## src/dvrt_pkg.sv

```systemverilog
// Shared types and constants of the distance-vector route table.
// Used by the route store, the neighbor store, the controller and the top level.
// No dependencies.
package dvrt_pkg;

  // Field widths.
  localparam int NODE_W = 4;
  localparam int DIST_W = 24;
  localparam int COST_W = 16;
  localparam int SIL_W  = 8;
  localparam int MASK_W = 16;

  // Packed stream widths; the tdata widths are padded to whole bytes.
  localparam int IN_TDATA_W  = 56;
  localparam int IN_TUSER_W  = 3;
  localparam int OUT_TDATA_W = 48;
  localparam int CFG_INDEX_W = 2;
  localparam int CFG_DATA_W  = 24;

  // Item modes carried in tuser.
  localparam logic [2:0] MODE_ADD    = 3'd0;
  localparam logic [2:0] MODE_ROW    = 3'd1;
  localparam logic [2:0] MODE_COST   = 3'd2;
  localparam logic [2:0] MODE_TICK   = 3'd3;
  localparam logic [2:0] MODE_LOOKUP = 3'd4;

  // Configuration register indexes.
  localparam logic [CFG_INDEX_W-1:0] CFG_OWN_NODE    = 2'd0;
  localparam logic [CFG_INDEX_W-1:0] CFG_TIMEOUT     = 2'd1;
  localparam logic [CFG_INDEX_W-1:0] CFG_UNREACHABLE = 2'd2;

  // Reset values and the silence ceiling.
  localparam logic [NODE_W-1:0] OWN_RESET     = 4'd0;
  localparam logic [SIL_W-1:0]  TIMEOUT_RESET = 8'd3;
  localparam logic [DIST_W-1:0] DIST_RESET    = 24'd9999999;
  localparam logic [SIL_W-1:0]  SIL_MAX       = 8'hFF;

  // One route entry.
  typedef struct packed {
    logic [NODE_W-1:0] hop;
    logic              valid;
    logic [DIST_W-1:0] metric;
  } route_ent_t;

  // One neighbor entry.
  typedef struct packed {
    logic [COST_W-1:0] cost;
    logic              down;
    logic [SIL_W-1:0]  silence;
  } nbr_ent_t;

  // Write requests to the two stores.
  typedef struct packed {
    logic       en;
    route_ent_t data;
  } route_wr_t;

  typedef struct packed {
    logic     en;
    logic     add;
    nbr_ent_t data;
  } nbr_wr_t;

  // What a route entry reads as before its first write.
  localparam route_ent_t ROUTE_RESET = '{hop: '0, valid: 1'b0, metric: DIST_RESET};

endpackage

```

## src/dvrt_route_mem.sv

```systemverilog
// Route store: one entry per destination with a registered read port.
// Entries never written read as the reset route; per-entry written bits track that.
// Depends on dvrt_pkg.
module dvrt_route_mem
  import dvrt_pkg::*;
#(
  parameter int DEPTH = 16
) (
  input  logic                     clk,
  input  logic                     rst_n,
  input  route_wr_t                wr,
  input  logic [$clog2(DEPTH)-1:0] wr_addr,
  input  logic [$clog2(DEPTH)-1:0] rd_addr,
  output route_ent_t               rd_data
);

  route_ent_t             mem [DEPTH];
  logic [DEPTH-1:0]       written_r;
  route_ent_t             rd_q_r;
  logic                   rd_written_r;

  // Write port and written bits.
  always_ff @(posedge clk) begin
    if (wr.en) begin
      mem[wr_addr] <= wr.data;
    end
  end

  always_ff @(posedge clk) begin
    if (!rst_n) begin
      written_r <= '0;
    end else if (wr.en) begin
      written_r[wr_addr] <= 1'b1;
    end
  end

  // Registered read port, read-first on a same-address write.
  always_ff @(posedge clk) begin
    rd_q_r <= mem[rd_addr];
  end

  always_ff @(posedge clk) begin
    if (!rst_n) begin
      rd_written_r <= 1'b0;
    end else begin
      rd_written_r <= written_r[rd_addr];
    end
  end

  assign rd_data = rd_written_r ? rd_q_r : ROUTE_RESET;

endmodule

```

## src/dvrt_nbr_mem.sv

```systemverilog
// Neighbor store: link cost, link state and silence count per neighbor.
// Present bits live in flops; the rest is a memory with a registered read port.
// Depends on dvrt_pkg.
module dvrt_nbr_mem
  import dvrt_pkg::*;
#(
  parameter int DEPTH = 16
) (
  input  logic                     clk,
  input  logic                     rst_n,
  input  nbr_wr_t                  wr,
  input  logic [$clog2(DEPTH)-1:0] wr_addr,
  input  logic [$clog2(DEPTH)-1:0] rd_addr,
  output nbr_ent_t                 rd_data,
  output logic                     rd_present
);

  nbr_ent_t         mem [DEPTH];
  logic [DEPTH-1:0] present_r;
  nbr_ent_t         rd_q_r;
  logic             rd_present_r;

  // Entry data; only meaningful once the neighbor has been added.
  always_ff @(posedge clk) begin
    if (wr.en) begin
      mem[wr_addr] <= wr.data;
    end
  end

  // A neighbor becomes present on its first add and stays so.
  always_ff @(posedge clk) begin
    if (!rst_n) begin
      present_r <= '0;
    end else if (wr.en && wr.add) begin
      present_r[wr_addr] <= 1'b1;
    end
  end

  // Registered read port.
  always_ff @(posedge clk) begin
    rd_q_r <= mem[rd_addr];
  end

  always_ff @(posedge clk) begin
    if (!rst_n) begin
      rd_present_r <= 1'b0;
    end else begin
      rd_present_r <= present_r[rd_addr];
    end
  end

  assign rd_data    = rd_q_r;
  assign rd_present = rd_present_r;

endmodule

```

## src/dvrt_ctrl.sv

```systemverilog
// Sequencer of the route table: decodes items, runs read-modify-write passes
// over the route and neighbor stores, holds configuration and the output register.
// Depends on dvrt_pkg; drives dvrt_route_mem and dvrt_nbr_mem.
module dvrt_ctrl
  import dvrt_pkg::*;
#(
  parameter int SLOTS = 16
) (
  input  logic                     clk,
  input  logic                     rst_n,
  input  logic                     in_tvalid,
  output logic                     in_tready,
  input  logic [IN_TUSER_W-1:0]    in_tuser,
  input  logic [IN_TDATA_W-1:0]    in_tdata,
  output logic                     out_tvalid,
  input  logic                     out_tready,
  output logic [OUT_TDATA_W-1:0]   out_tdata,
  input  logic                     cfg_valid,
  output logic                     cfg_ready,
  input  logic [CFG_INDEX_W-1:0]   cfg_index,
  input  logic [CFG_DATA_W-1:0]    cfg_data,
  output route_wr_t                rt_wr,
  output logic [$clog2(SLOTS)-1:0] rt_waddr,
  output logic [$clog2(SLOTS)-1:0] rt_raddr,
  input  route_ent_t               rt_rd,
  output nbr_wr_t                  nbr_wr,
  output logic [$clog2(SLOTS)-1:0] nbr_waddr,
  output logic [$clog2(SLOTS)-1:0] nbr_raddr,
  input  nbr_ent_t                 nbr_rd,
  input  logic                     nbr_rd_present
);

  localparam int IDX_W = $clog2(SLOTS);
  localparam logic [IDX_W-1:0] LAST_IDX = IDX_W'(SLOTS - 1);

  localparam logic [3:0] ST_IDLE    = 4'd0;
  localparam logic [3:0] ST_ROW_CHK = 4'd1;
  localparam logic [3:0] ST_ROW_RD  = 4'd2;
  localparam logic [3:0] ST_ROW_UPD = 4'd3;
  localparam logic [3:0] ST_CC_CHK  = 4'd4;
  localparam logic [3:0] ST_TK_NBR  = 4'd5;
  localparam logic [3:0] ST_SCAN_RT = 4'd6;
  localparam logic [3:0] ST_LK_RES  = 4'd7;
  localparam logic [3:0] ST_FIN     = 4'd8;

  // True when a node index names a stored entry.
  function automatic logic in_range(input logic [NODE_W-1:0] x);
    return {28'd0, x} < 32'(SLOTS);
  endfunction

  // Clamp a grown distance to the unreachable value.
  function automatic logic [DIST_W-1:0] sat_dist(input logic [DIST_W:0] v,
                                                 input logic [DIST_W-1:0] lim);
    return (v > {1'b0, lim}) ? lim : v[DIST_W-1:0];
  endfunction

  // Input fields, lowest bits first.
  logic [2:0]        in_mode;
  logic [NODE_W-1:0] in_n, in_d, in_rhop;
  logic              in_rnone, in_first;
  logic [DIST_W-1:0] in_rdist;
  logic [COST_W-1:0] in_cost;

  assign in_mode  = in_tuser;
  assign in_n     = in_tdata[3:0];
  assign in_d     = in_tdata[7:4];
  assign in_rhop  = in_tdata[11:8];
  assign in_rnone = in_tdata[12];
  assign in_rdist = in_tdata[36:13];
  assign in_first = in_tdata[37];
  assign in_cost  = in_tdata[53:38];

  logic [3:0]             state_r, state_nxt;
  logic [2:0]             mode_r, mode_nxt;
  logic [NODE_W-1:0]      n_r, n_nxt, d_r, d_nxt, rhop_r, rhop_nxt;
  logic                   rnone_r, rnone_nxt, first_r, first_nxt;
  logic [DIST_W-1:0]      rdist_r, rdist_nxt;
  logic [COST_W-1:0]      cost_r, cost_nxt;
  logic signed [COST_W:0] diff_r, diff_nxt;
  logic [IDX_W-1:0]       idx_r, idx_nxt;
  logic [SLOTS-1:0]       mask_r, mask_nxt;
  route_ent_t             res_r, res_nxt;
  logic                   res_at_r, res_at_nxt;
  logic [NODE_W-1:0]      own_r, own_nxt;
  logic [SIL_W-1:0]       tmo_r, tmo_nxt;
  logic [DIST_W-1:0]      unr_r, unr_nxt;
  logic                   out_valid_r, out_valid_nxt;
  logic [OUT_TDATA_W-1:0] out_data_r, out_data_nxt;

  // Datapath terms.
  logic [DIST_W-1:0]      link_dist;
  logic [DIST_W-1:0]      row_sum;
  logic signed [DIST_W+1:0] shifted;
  logic [DIST_W-1:0]      shifted_sat;
  logic [SIL_W-1:0]       sil_inc;
  logic                   drop;
  logic [SLOTS-1:0]       mask_now;
  logic                   own_slot;

  assign link_dist = sat_dist({9'd0, nbr_rd.cost}, unr_r);
  assign row_sum   = sat_dist({9'd0, cost_r} + {1'b0, rdist_r}, unr_r);
  assign shifted   = $signed({2'b00, rt_rd.metric}) + {{9{diff_r[COST_W]}}, diff_r};
  assign shifted_sat = shifted[DIST_W+1] ? '0
                     : sat_dist(shifted[DIST_W:0], unr_r);
  assign sil_inc   = (nbr_rd.silence == SIL_MAX) ? SIL_MAX : nbr_rd.silence + 8'd1;
  assign drop      = nbr_rd_present && (sil_inc > tmo_r) && !nbr_rd.down;
  assign own_slot  = (own_r == NODE_W'(idx_r));

  always_comb begin
    mask_now        = mask_r;
    mask_now[idx_r] = mask_r[idx_r] | drop;
  end

  // Next state and store accesses.
  always_comb begin
    state_nxt     = state_r;
    mode_nxt      = mode_r;
    n_nxt         = n_r;
    d_nxt         = d_r;
    rhop_nxt      = rhop_r;
    rnone_nxt     = rnone_r;
    first_nxt     = first_r;
    rdist_nxt     = rdist_r;
    cost_nxt      = cost_r;
    diff_nxt      = diff_r;
    idx_nxt       = idx_r;
    mask_nxt      = mask_r;
    res_nxt       = res_r;
    res_at_nxt    = res_at_r;
    own_nxt       = own_r;
    tmo_nxt       = tmo_r;
    unr_nxt       = unr_r;
    out_valid_nxt = out_valid_r;
    out_data_nxt  = out_data_r;
    rt_wr         = '0;
    nbr_wr        = '0;
    rt_waddr      = idx_r;
    rt_raddr      = idx_r;
    nbr_waddr     = idx_r;
    nbr_raddr     = idx_r;

    // Configuration writes.
    if (cfg_valid) begin
      case (cfg_index)
        CFG_OWN_NODE:    own_nxt = cfg_data[NODE_W-1:0];
        CFG_TIMEOUT:     tmo_nxt = cfg_data[SIL_W-1:0];
        CFG_UNREACHABLE: unr_nxt = cfg_data;
        default: ;
      endcase
    end

    // The output register empties when the receiver takes the item.
    if (out_tready) begin
      out_valid_nxt = 1'b0;
    end

    case (state_r)
      ST_IDLE: begin
        if (in_tvalid) begin
          mode_nxt   = in_mode;
          n_nxt      = in_n;
          d_nxt      = in_d;
          rhop_nxt   = in_rhop;
          rnone_nxt  = in_rnone;
          first_nxt  = in_first;
          rdist_nxt  = in_rdist;
          cost_nxt   = in_cost;
          mask_nxt   = '0;
          res_nxt    = '0;
          res_at_nxt = 1'b0;
          state_nxt  = ST_FIN;
          case (in_mode)
            MODE_ADD: begin
              if (in_range(in_n) && in_n != own_r) begin
                nbr_wr.en    = 1'b1;
                nbr_wr.add   = 1'b1;
                nbr_wr.data  = '{cost: in_cost, down: 1'b0, silence: '0};
                nbr_waddr    = IDX_W'(in_n);
                rt_wr.en     = 1'b1;
                rt_wr.data   = '{hop: in_n, valid: 1'b1,
                                 metric: sat_dist({9'd0, in_cost}, unr_r)};
                rt_waddr     = IDX_W'(in_n);
              end
            end
            MODE_ROW: begin
              if (in_range(in_n) && in_n != own_r) begin
                nbr_raddr = IDX_W'(in_n);
                rt_raddr  = IDX_W'(in_n);
                state_nxt = ST_ROW_CHK;
              end
            end
            MODE_COST: begin
              if (in_range(in_n) && in_n != own_r) begin
                nbr_raddr = IDX_W'(in_n);
                state_nxt = ST_CC_CHK;
              end
            end
            MODE_TICK: begin
              nbr_raddr = '0;
              idx_nxt   = '0;
              state_nxt = ST_TK_NBR;
            end
            MODE_LOOKUP: begin
              if (in_d == own_r) begin
                res_nxt    = '{hop: own_r, valid: 1'b1, metric: '0};
                res_at_nxt = 1'b1;
              end else if (in_range(in_d)) begin
                rt_raddr  = IDX_W'(in_d);
                state_nxt = ST_LK_RES;
              end else begin
                res_nxt.metric = unr_r;
              end
            end
            default: ;
          endcase
        end
      end

      // Neighbor and its own route are in; handle the heard-again case.
      ST_ROW_CHK: begin
        state_nxt = ST_FIN;
        if (nbr_rd_present) begin
          // From here on the cost register holds the neighbor's link cost.
          cost_nxt  = nbr_rd.cost;
          nbr_waddr = IDX_W'(n_r);
          rt_waddr  = IDX_W'(n_r);
          if (first_r) begin
            nbr_wr.en   = 1'b1;
            nbr_wr.data = '{cost: nbr_rd.cost, down: 1'b0, silence: '0};
            if (nbr_rd.down && rt_rd.metric > link_dist) begin
              rt_wr.en   = 1'b1;
              rt_wr.data = '{hop: n_r, valid: 1'b1, metric: link_dist};
            end
          end
          if (in_range(d_r) && d_r != own_r) begin
            state_nxt = ST_ROW_RD;
          end
        end
      end

      ST_ROW_RD: begin
        rt_raddr  = IDX_W'(d_r);
        state_nxt = ST_ROW_UPD;
      end

      // Forced update, split horizon or better-distance replace.
      ST_ROW_UPD: begin
        rt_waddr = IDX_W'(d_r);
        if (rt_rd.valid && rt_rd.hop == n_r) begin
          rt_wr.en   = 1'b1;
          rt_wr.data = '{hop: rt_rd.hop, valid: 1'b1, metric: row_sum};
        end else if (!rnone_r && rhop_r == own_r) begin
          rt_wr.en = 1'b0;
        end else if (rt_rd.metric > row_sum) begin
          rt_wr.en   = 1'b1;
          rt_wr.data = '{hop: n_r, valid: 1'b1, metric: row_sum};
        end
        state_nxt = ST_FIN;
      end

      // Store the new cost; an up link starts a route pass.
      ST_CC_CHK: begin
        state_nxt = ST_FIN;
        if (nbr_rd_present) begin
          nbr_wr.en   = 1'b1;
          nbr_wr.data = '{cost: cost_r, down: nbr_rd.down, silence: nbr_rd.silence};
          nbr_waddr   = IDX_W'(n_r);
          if (!nbr_rd.down) begin
            diff_nxt  = $signed({1'b0, cost_r}) - $signed({1'b0, nbr_rd.cost});
            rt_raddr  = '0;
            idx_nxt   = '0;
            state_nxt = ST_SCAN_RT;
          end
        end
      end

      // Neighbor pass of a tick: one entry a cycle.
      ST_TK_NBR: begin
        if (nbr_rd_present) begin
          nbr_wr.en   = 1'b1;
          nbr_wr.data = '{cost: nbr_rd.cost, down: nbr_rd.down | drop, silence: sil_inc};
        end
        mask_nxt  = mask_now;
        nbr_raddr = IDX_W'(idx_r + 1'b1);
        if (idx_r == LAST_IDX) begin
          if (mask_now != '0) begin
            rt_raddr  = '0;
            idx_nxt   = '0;
            state_nxt = ST_SCAN_RT;
          end else begin
            state_nxt = ST_FIN;
          end
        end else begin
          idx_nxt = IDX_W'(idx_r + 1'b1);
        end
      end

      // Route pass: drop routes of downed links, or shift by a cost change.
      ST_SCAN_RT: begin
        if (!own_slot && rt_rd.valid) begin
          if (mode_r == MODE_TICK) begin
            if (mask_r[IDX_W'(rt_rd.hop)]) begin
              rt_wr.en   = 1'b1;
              rt_wr.data = '{hop: '0, valid: 1'b0, metric: unr_r};
            end
          end else if (rt_rd.hop == n_r) begin
            rt_wr.en   = 1'b1;
            rt_wr.data = '{hop: rt_rd.hop, valid: 1'b1,
                           metric: (rt_rd.metric >= unr_r) ? unr_r : shifted_sat};
          end
        end
        rt_raddr = IDX_W'(idx_r + 1'b1);
        if (idx_r == LAST_IDX) begin
          state_nxt = ST_FIN;
        end else begin
          idx_nxt = IDX_W'(idx_r + 1'b1);
        end
      end

      ST_LK_RES: begin
        res_nxt   = rt_rd;
        state_nxt = ST_FIN;
      end

      // Hand the result to the output register once it has room.
      ST_FIN: begin
        if (!out_valid_r || out_tready) begin
          out_valid_nxt = 1'b1;
          out_data_nxt  = {2'b00,
                           (mode_r == MODE_TICK) ? MASK_W'(mask_r) : {MASK_W{1'b0}},
                           res_at_r, res_r.metric, res_r.valid, res_r.hop};
          state_nxt     = ST_IDLE;
        end
      end

      default: state_nxt = ST_IDLE;
    endcase
  end

  // Control registers.
  always_ff @(posedge clk) begin
    if (!rst_n) begin
      state_r     <= ST_IDLE;
      own_r       <= OWN_RESET;
      tmo_r       <= TIMEOUT_RESET;
      unr_r       <= DIST_RESET;
      out_valid_r <= 1'b0;
      mask_r      <= '0;
      idx_r       <= '0;
      mode_r      <= '0;
    end else begin
      state_r     <= state_nxt;
      own_r       <= own_nxt;
      tmo_r       <= tmo_nxt;
      unr_r       <= unr_nxt;
      out_valid_r <= out_valid_nxt;
      mask_r      <= mask_nxt;
      idx_r       <= idx_nxt;
      mode_r      <= mode_nxt;
    end
  end

  // Payload registers.
  always_ff @(posedge clk) begin
    n_r        <= n_nxt;
    d_r        <= d_nxt;
    rhop_r     <= rhop_nxt;
    rnone_r    <= rnone_nxt;
    first_r    <= first_nxt;
    rdist_r    <= rdist_nxt;
    cost_r     <= cost_nxt;
    diff_r     <= diff_nxt;
    res_r      <= res_nxt;
    res_at_r   <= res_at_nxt;
    out_data_r <= out_data_nxt;
  end

  assign in_tready  = (state_r == ST_IDLE);
  assign out_tvalid = out_valid_r;
  assign out_tdata  = out_data_r;
  assign cfg_ready  = 1'b1;

endmodule

```

## src/distance_vector_route_table.sv

```systemverilog
// Top level of the distance-vector route table.
// Instantiates dvrt_ctrl, dvrt_route_mem and dvrt_nbr_mem; depends on dvrt_pkg.
//
// Use:
//   in_*  : one item per handshake; in_tuser is the mode (add neighbor, advertised
//           row, cost change, tick, lookup). Every item yields exactly one result.
//   out_* : one result item per input item, in order.
//   cfg_* : register writes (own node, timeout ticks, unreachable distance),
//           accepted every cycle; write only while no item is in progress.
// With min(NODES, 16) table entries: a cost change on an up link scans every route
// entry, and a tick scans every neighbor entry, then every route entry as well when a link goes down.
// A new item is taken in the cycle after the previous result moved into the
// output register, so one item is worked on at a time. Scans are paced by the
// single read port of each store: one entry per cycle.
// Reset clears the written and present bits at once: routes read unreachable
// with no next hop, no neighbor is present. No clearing pass is needed.
// If the receiver stalls, the result waits in the output register; the next
// item is still taken and worked on, and waits for the register to free up.
module distance_vector_route_table
  import dvrt_pkg::*;
#(
  parameter int NODES = 16
) (
  input  logic                   clk,
  input  logic                   rst_n,
  input  logic                   in_tvalid,
  output logic                   in_tready,
  // mode[2:0]
  input  logic [IN_TUSER_W-1:0]  in_tuser,
  // neighbor[3:0], destination[7:4], row_next_hop[11:8], row_next_hop_none[12],
  // row_distance[36:13], first_row[37], link_cost[53:38], zero pad[55:54]
  input  logic [IN_TDATA_W-1:0]  in_tdata,
  output logic                   out_tvalid,
  input  logic                   out_tready,
  // next_hop[3:0], next_hop_valid[4], route_distance_out[28:5],
  // at_destination[29], links_dropped[45:30], zero pad[47:46]
  output logic [OUT_TDATA_W-1:0] out_tdata,
  input  logic                   cfg_valid,
  output logic                   cfg_ready,
  input  logic [CFG_INDEX_W-1:0] cfg_index,
  input  logic [CFG_DATA_W-1:0]  cfg_data
);

  // Node indexes are four bits wide, so no more than sixteen entries are reachable.
  localparam int SLOTS = (NODES < 16) ? NODES : 16;
  localparam int IDX_W = $clog2(SLOTS);

  route_wr_t        rt_wr;
  logic [IDX_W-1:0] rt_waddr, rt_raddr;
  route_ent_t       rt_rd;
  nbr_wr_t          nbr_wr;
  logic [IDX_W-1:0] nbr_waddr, nbr_raddr;
  nbr_ent_t         nbr_rd;
  logic             nbr_rd_present;

  // Sequencer.
  dvrt_ctrl #(.SLOTS(SLOTS)) u_ctrl (
    .clk            (clk),
    .rst_n          (rst_n),
    .in_tvalid      (in_tvalid),
    .in_tready      (in_tready),
    .in_tuser       (in_tuser),
    .in_tdata       (in_tdata),
    .out_tvalid     (out_tvalid),
    .out_tready     (out_tready),
    .out_tdata      (out_tdata),
    .cfg_valid      (cfg_valid),
    .cfg_ready      (cfg_ready),
    .cfg_index      (cfg_index),
    .cfg_data       (cfg_data),
    .rt_wr          (rt_wr),
    .rt_waddr       (rt_waddr),
    .rt_raddr       (rt_raddr),
    .rt_rd          (rt_rd),
    .nbr_wr         (nbr_wr),
    .nbr_waddr      (nbr_waddr),
    .nbr_raddr      (nbr_raddr),
    .nbr_rd         (nbr_rd),
    .nbr_rd_present (nbr_rd_present)
  );

  // Route store.
  dvrt_route_mem #(.DEPTH(SLOTS)) u_route_mem (
    .clk     (clk),
    .rst_n   (rst_n),
    .wr      (rt_wr),
    .wr_addr (rt_waddr),
    .rd_addr (rt_raddr),
    .rd_data (rt_rd)
  );

  // Neighbor store.
  dvrt_nbr_mem #(.DEPTH(SLOTS)) u_nbr_mem (
    .clk        (clk),
    .rst_n      (rst_n),
    .wr         (nbr_wr),
    .wr_addr    (nbr_waddr),
    .rd_addr    (nbr_raddr),
    .rd_data    (nbr_rd),
    .rd_present (nbr_rd_present)
  );

endmodule

```

## config.mk

```make
export PLATFORM = sky130hd
export DESIGN_NAME = distance_vector_route_table
export DESIGN_NICKNAME = d
export VERILOG_FILES = /design/src/dvrt_pkg.sv /design/src/dvrt_route_mem.sv /design/src/dvrt_nbr_mem.sv /design/src/dvrt_ctrl.sv /design/src/distance_vector_route_table.sv
export SDC_FILE = /design/constraint.sdc
export NUM_CORES = 2
export LEC_CHECK = 0
export BUFFER_PORTS_ARGS = -buffer_cell sky130_fd_sc_hd__buf_2
export CAP_MARGIN = 25
export CORE_ASPECT_RATIO = 1.1
export CORE_MARGIN = 2
export CORE_UTILIZATION = 60
export DETAILED_ROUTE_END_ITERATION = 7
export HOLD_SLACK_MARGIN = 0.02
export PLACE_DENSITY = 0.77
export SYNTH_ARGS = -nofsm -noshare
export SYNTH_HDL_FRONTEND = slang
export SYNTH_HIERARCHICAL = 1
export SYNTH_SLANG_ARGS = --single-unit
```

## constraint.sdc

```tcl
create_clock -name clk -period 10.2 [get_ports clk]
set_input_delay 1.02 -clock clk [delete_from_list [all_inputs] [get_ports clk]]
set_output_delay 1.02 -clock clk [all_outputs]
set_load 0.02 [all_outputs]
```

== After elaboration in Yosys (flattened, before gate mapping) ==
Memories as Yosys holds them, arrays and structs flattened. A register that Yosys moved wholly into a read port is not among the register bits.
Cells that the tools add are included.

* Bits in registers: 245
* Bits in writable memories: 864
* Input bits: 90
* Output and inout port bits: 51
* Logic and storage cells: 227
* Memories kept: 2

* Add/sub/neg operators: 5
* Order comparisons: 17
* Eq/ne operators: 30
* Muxes and demuxes: 104
* Bitwise logic cells: 5
* Reduce and logical (&&, ||, !) cells: 38

{| class="wikitable"
|+ Memories
! name !! words !! width !! rd ports !! clocked after memory_dff !! write ports !! line !! source
|-
| u_route_mem.mem || 16 || 29 || 1 || 1 || 1 || dvrt_route_mem.sv:17 || <nowiki>route_ent_t mem [DEPTH];</nowiki>
|-
| u_nbr_mem.mem || 16 || 25 || 1 || 1 || 1 || dvrt_nbr_mem.sv:18 || <nowiki>nbr_ent_t mem [DEPTH];</nowiki>
|}

{| class="wikitable"
|+ Operators with widths
! cell !! count
|-
| $mux W30 || 12
|-
| $mux W24 || 6
|-
| $pmux W30 S4 || 1
|-
| $mux W29 || 4
|-
| $mux W4 || 27
|-
| $mux W25 || 4
|-
| $pmux W25 S4 || 1
|-
| $mux W27 || 3
|-
| $pmux W16 S2 || 2
|-
| $pmux W29 S2 || 1
|-
| $gt A25 B24 Y1 || 2
|-
| $gt A16 B24 Y1 || 2
|-
| $gt A24 B24 Y1 || 2
|-
| $mux W16 || 3
|-
| $or A16 B16 Y16 || 2
|-
| $pmux W4 S2 || 4
|-
| $pmux W4 S4 || 2
|-
| $pmux W4 S8 || 1
|-
| $lt A4 B5 Y1 const B || 6
|-
| $add A25 B17 Y26 || 1
|-
| $add A16 B24 Y25 || 1
|-
| $ge A24 B24 Y1 || 1
|-
| $mux W1 || 20
|-
| $pmux W4 S5 || 1
|-
| 41 further kinds || 90
|}

== Logic depth before layout (Yosys ltp) ==
* Word-level depth: 13
* Gate-level depth with buffers: 33
* Depth with buffers taken out: 31

== By module ==
The synthesis kept the hierarchy.

{| class="wikitable"
|+ By module, submodules not included
! module !! instances !! cells an instance !! area each (sq um) !! sequential area each (sq um)
|-
| dvrt_route_mem || 1 || 846 || 18818.0 || 14854.2
|-
| dvrt_ctrl || 1 || 1960 || 17656.9 || 5695.5
|-
| dvrt_nbr_mem || 1 || 742 || 16354.4 || 12852.3
|}

== Worst setup path before layout ==
OpenSTA, ideal clock, no wires.

* Path type: reg2reg
* Start: register u_ctrl.cost_r[5]
* End: memory u_route_mem/mem[0][0] (netlist name), enable pin
* Library setup time: 0.454 ns
* Arrival time: 8.692 ns
* Data required time: 9.746 ns
* Setup slack: 1.054 ns
* Stages on the path, launching flop included: 30
* Buffers on the path: 2
* Period minus slack after synthesis: 9.146 ns
* Cells stage by stage: edfxtp_1 > ha_1 > o21a_1 > or2_2 > a31oi_1 > a21boi_0 > o311ai_0 > a21boi_0 > xor2_1 > ha_1 > nand4_1 > nor4_1 > a221o_1 > a31oi_1 > a31oi_4 > buf_2 > buf_1 > a21oi_1 > ha_1 > o21ai_0 > o21bai_1 > a21oi_1 > o21a_1 > a211oi_1 > o31ai_2 > nand2_1 > or3_1 > nand2b_1 > or3b_2 > nor3_1

{| class="wikitable"
|+ RTL lines
! element !! line !! source
|-
| from (decl) || dvrt_ctrl.sv:78 || <nowiki>logic [COST_W-1:0] cost_r, cost_nxt;</nowiki>
|-
| from (signal assigned) || dvrt_ctrl.sv:371 || <nowiki>cost_r <= cost_nxt;</nowiki>
|-
| to (decl) || dvrt_route_mem.sv:17 ||
|}

==> summary.txt <==
Worst setup path
  • Crit. End Element: flop
  • CP required: 10.52 ns
  • Type of the worst setup path: flop to flop
  • Crit start category: flop
  • CP max stage delay: 0.95 ns
  • CP max-delay cell: o311ai_0
  • Crit-path max FO: 35
  • WP data arrival: 9.87 ns

Detailed routing
  • # DRC: 0
  • Wire length per cell: 29.3 um
  • Antenna Violating Nets Remaining: 0
  • Drt first pass iters: 6
  • Iter 0 DRT Violations: 4,168
  • Number of vias per cell: 6.69
  • Via total after detailed routing: 33,244
  • DRT Wirelength: 146,000 um

Clock network
  • H-tree Lvls: 3
  • Hold buffers post-CTS: 0
  • CTS Sinks: 1,163
  • Clk_lat worst skew: 0.72 ns
  • CTS Buf Count: 108
  • Post-CTS sizing: 0
  • Root buffer cell: clkbuf_16
  • Clk slew on worst S/H paths: 0.07 ns
  • TritonCTS clock tree: done
  • Post CTS Setup Buffer Count: 0
  • Max Root-Sink Buffers: 3

Synthesis
  • Synth Area in Compound Gates: 9.31%
  • Synth Area in XOR/XNOR: 1.41%
  • Cell accounting for the most synthesized area: edfxtp_1
  • Synth top area share: 57.5%
  • Sequential element share of the synthesized area: 63.2%
  • Top post-synthesis cells by area: edfxtp_1, mux4_2, dfxtp_1, ha_1, nand2_1
  • Synthesis warning total: 6
  • Largest family of logic cells by synthesized area: multiplexers
  • Mux cell area share after synthesis: 11.1%
  • EDFF count, synth: 1,011
  • Synthesized cell area: 0.0528 sq mm
  • Post-synthesis async set-or-reset flop share: 0%
  • Top cells by count, synth: edfxtp_1, mux4_2, nand2_1
  • Post-synthesis cell type count: 90
  • Post-synthesis simple-gate area fraction: 7.15%
  • Flops & latches, synth: 1,163
  • Mean Syn Cell Area: 14.9 sq um
  • Post-Synth Adder-Cell Area: 5.37%
  • Syn Inst Count: 3,548
  • Ys flop type: edfxtp_1
  • Most frequent cell after synthesis: edfxtp_1

STA
  • Hold violation total from the final report: 0
  • Finish-stage setup viols: 0
  • Final min period: 9.55 ns
  • Fmax: 105 MHz
  • Worst slew pin tran: 1.17 ns
  • WHS: 0.410 ns
  • Setup TNS: 0 ns
  • Slew HR: 21.7%
  • Final setup skew: 0.0392 ns
  • Tcrit/Tclk final: 93.6%
  • Slew Limit Fails: 0
  • RSZ-0062 raised after global routing: false

Layout
  • Layout cell share with drive strength beyond 1: 18.8%
  • Final net count: 4,029
  • Synthesis-to-layout area growth: 11.9%

Place
  • Port bufs: 135
  • Placer Congestion: 0.983
  • Post-DP HPWL: 94,200 um

Global routing
  • Total routing usage reported by global routing: 32.4%
  • First-pass GRT wire length: 213,000 um
  • Grt total ovfl: 0
  • Vias in the first global route: 33,224
  • Initial antenna violation count: 10
  • Largest net degree at the start of global routing: 122

Floorplan
  • Initial core utilization: 60.3%
  • Row Count: 114
  • Die area: 0.0904 sq mm
  • I/O Pins: 141
  • Die extent in y: 315 um
  • Std-Cell Core Area: 0.0876 sq mm
  • Die Wd: 287 um

Power
  • Pwr/cell area: 183 mW/mm^2
  • VDD IR max: 246 uV
  • P_leak: 0.0212 uW

Hold path
  • Worst min path class: flop to flop

Run status
  • Status: complete, no violations

Flow run
  • Max-cap violation count: 0
-- cell type report --
| type | count | area [sq um] |
|---|---|---|
| Antenna cell | 1 | 2.50 |
| Sequential cell | 1163 | 33400 |
| Timing Repair Buffer | 219 | 1610 |
| Clock inverter | 61 | 737 |
| Tap cell | 1160 | 1450 |
| Multi-Input combinational cell | 2103 | 18500 |
| Clock buffer | 143 | 2960 |
| Inverter | 119 | 447 |
| Fill cell | 5818 | 28500 |
-- through the flow --
| stage | utilization (%) | worst slack [ns] | cell area [sq um] | std cells | total power, uW |
|---|---|---|---|---|---|
| after floorplan | - | 1.05 | 52900 | 3557 | 6300 |
| after global placement | 62.7 | 1.10 | 55000 | 4739 | 6680 |
| after detailed placement | 63.1 | 0.961 | 55300 | 4756 | 6710 |
| after CTS | 67.3 | 0.906 | 59000 | 4960 | 10800 |
| after global routing | 67.5 | 0.212 | 59100 | 4968 | 11100 |
| final | 67.5 | 0.651 | 59100 | 4969 | 10800 |
-- critical path, delay by kind of cell (launching register included) --
family          cells  cell delay [ns]
compound gates     14             4.01
fa+ha+maj           3             1.02
xor+xnor            1             0.48
buf+inv             3             1.04
mux                 1             0.21
flops               1             0.44
simple gates        8             1.89
-- final timing paths --
path	start	endpoint	slack [ns]	cells after the start
worst max-delay path	u_ctrl/cost_r[5]	u_route_mem/mem[4][13]	0.65	30
worst min-delay path	u_ctrl/res_r[18]	u_ctrl/out_tdata[23]	0.41	0
worst max register to register	u_ctrl/cost_r[5]	u_route_mem/mem[4][13]	0.65	30
worst min register to register	u_ctrl/res_r[18]	u_ctrl/out_tdata[23]	0.41	0
-- where the power goes --
group / internal [uW] / switching [uW]
clock network: 2350 / 1800
registers: 5260 / 85.0
logic: 486 / 809
-- registers in the layout, indices dropped and copies added, names as in the netlist, 3 cells and up --
register               cells
u_route_mem/written_r     16
u_route_mem/rd_q_r        29
u_ctrl/tmo_r               8
u_ctrl/rhop_r              4
u_nbr_mem/present_r       16
u_ctrl/d_r                 4
u_ctrl/cost_r             16
u_ctrl/state_r             4
u_ctrl/out_tdata          46
u_nbr_mem/mem            400
u_ctrl/idx_r               4
u_ctrl/mode_r              3
u_nbr_mem/rd_data         25
u_ctrl/n_r                 4
u_ctrl/res_r              29
u_ctrl/rdist_r            24
u_ctrl/diff_r             17
u_route_mem/mem          464
u_ctrl/own_r               4
u_ctrl/unr_r              24
u_ctrl/mask_r             16
-- logic make-up (layout without fill, tap and decap cells) --
group           count (synthesis)  in the layout
simple gates                  784            784
other cells                     2             12
xor+xnor                       85             85
mux                           296            296
compound gates                702            702
flops                        1163           1163
fa+ha+maj                     225            225
buf+inv                       291            542
-- layer usage --
layer  wire length (um)  part of all wire [%]  vias to the layer above  track usage (%)
met2              72100                    50                     1908             54.0
met4               8150                   5.6                       16             16.9
met3              12900                   8.9                      419             6.57
met1              52300                    36                    16618             40.1
met5                 89                 0.061                        -                0
li1                   -                     -                    14283                -
-- layout by cell type (no fill, tap or decap), types with 108 or more instances in the layout --
cell / n
a21oi_1: 156
nand2_1: 228
edfxtp_1: 1011
dfxtp_1: 152
buf_2: 136
clkbuf_16: 108
mux4_2: 229
ha_1: 222
nor2_1: 168
inv_1: 115
(Power assumes the default switching activity.)
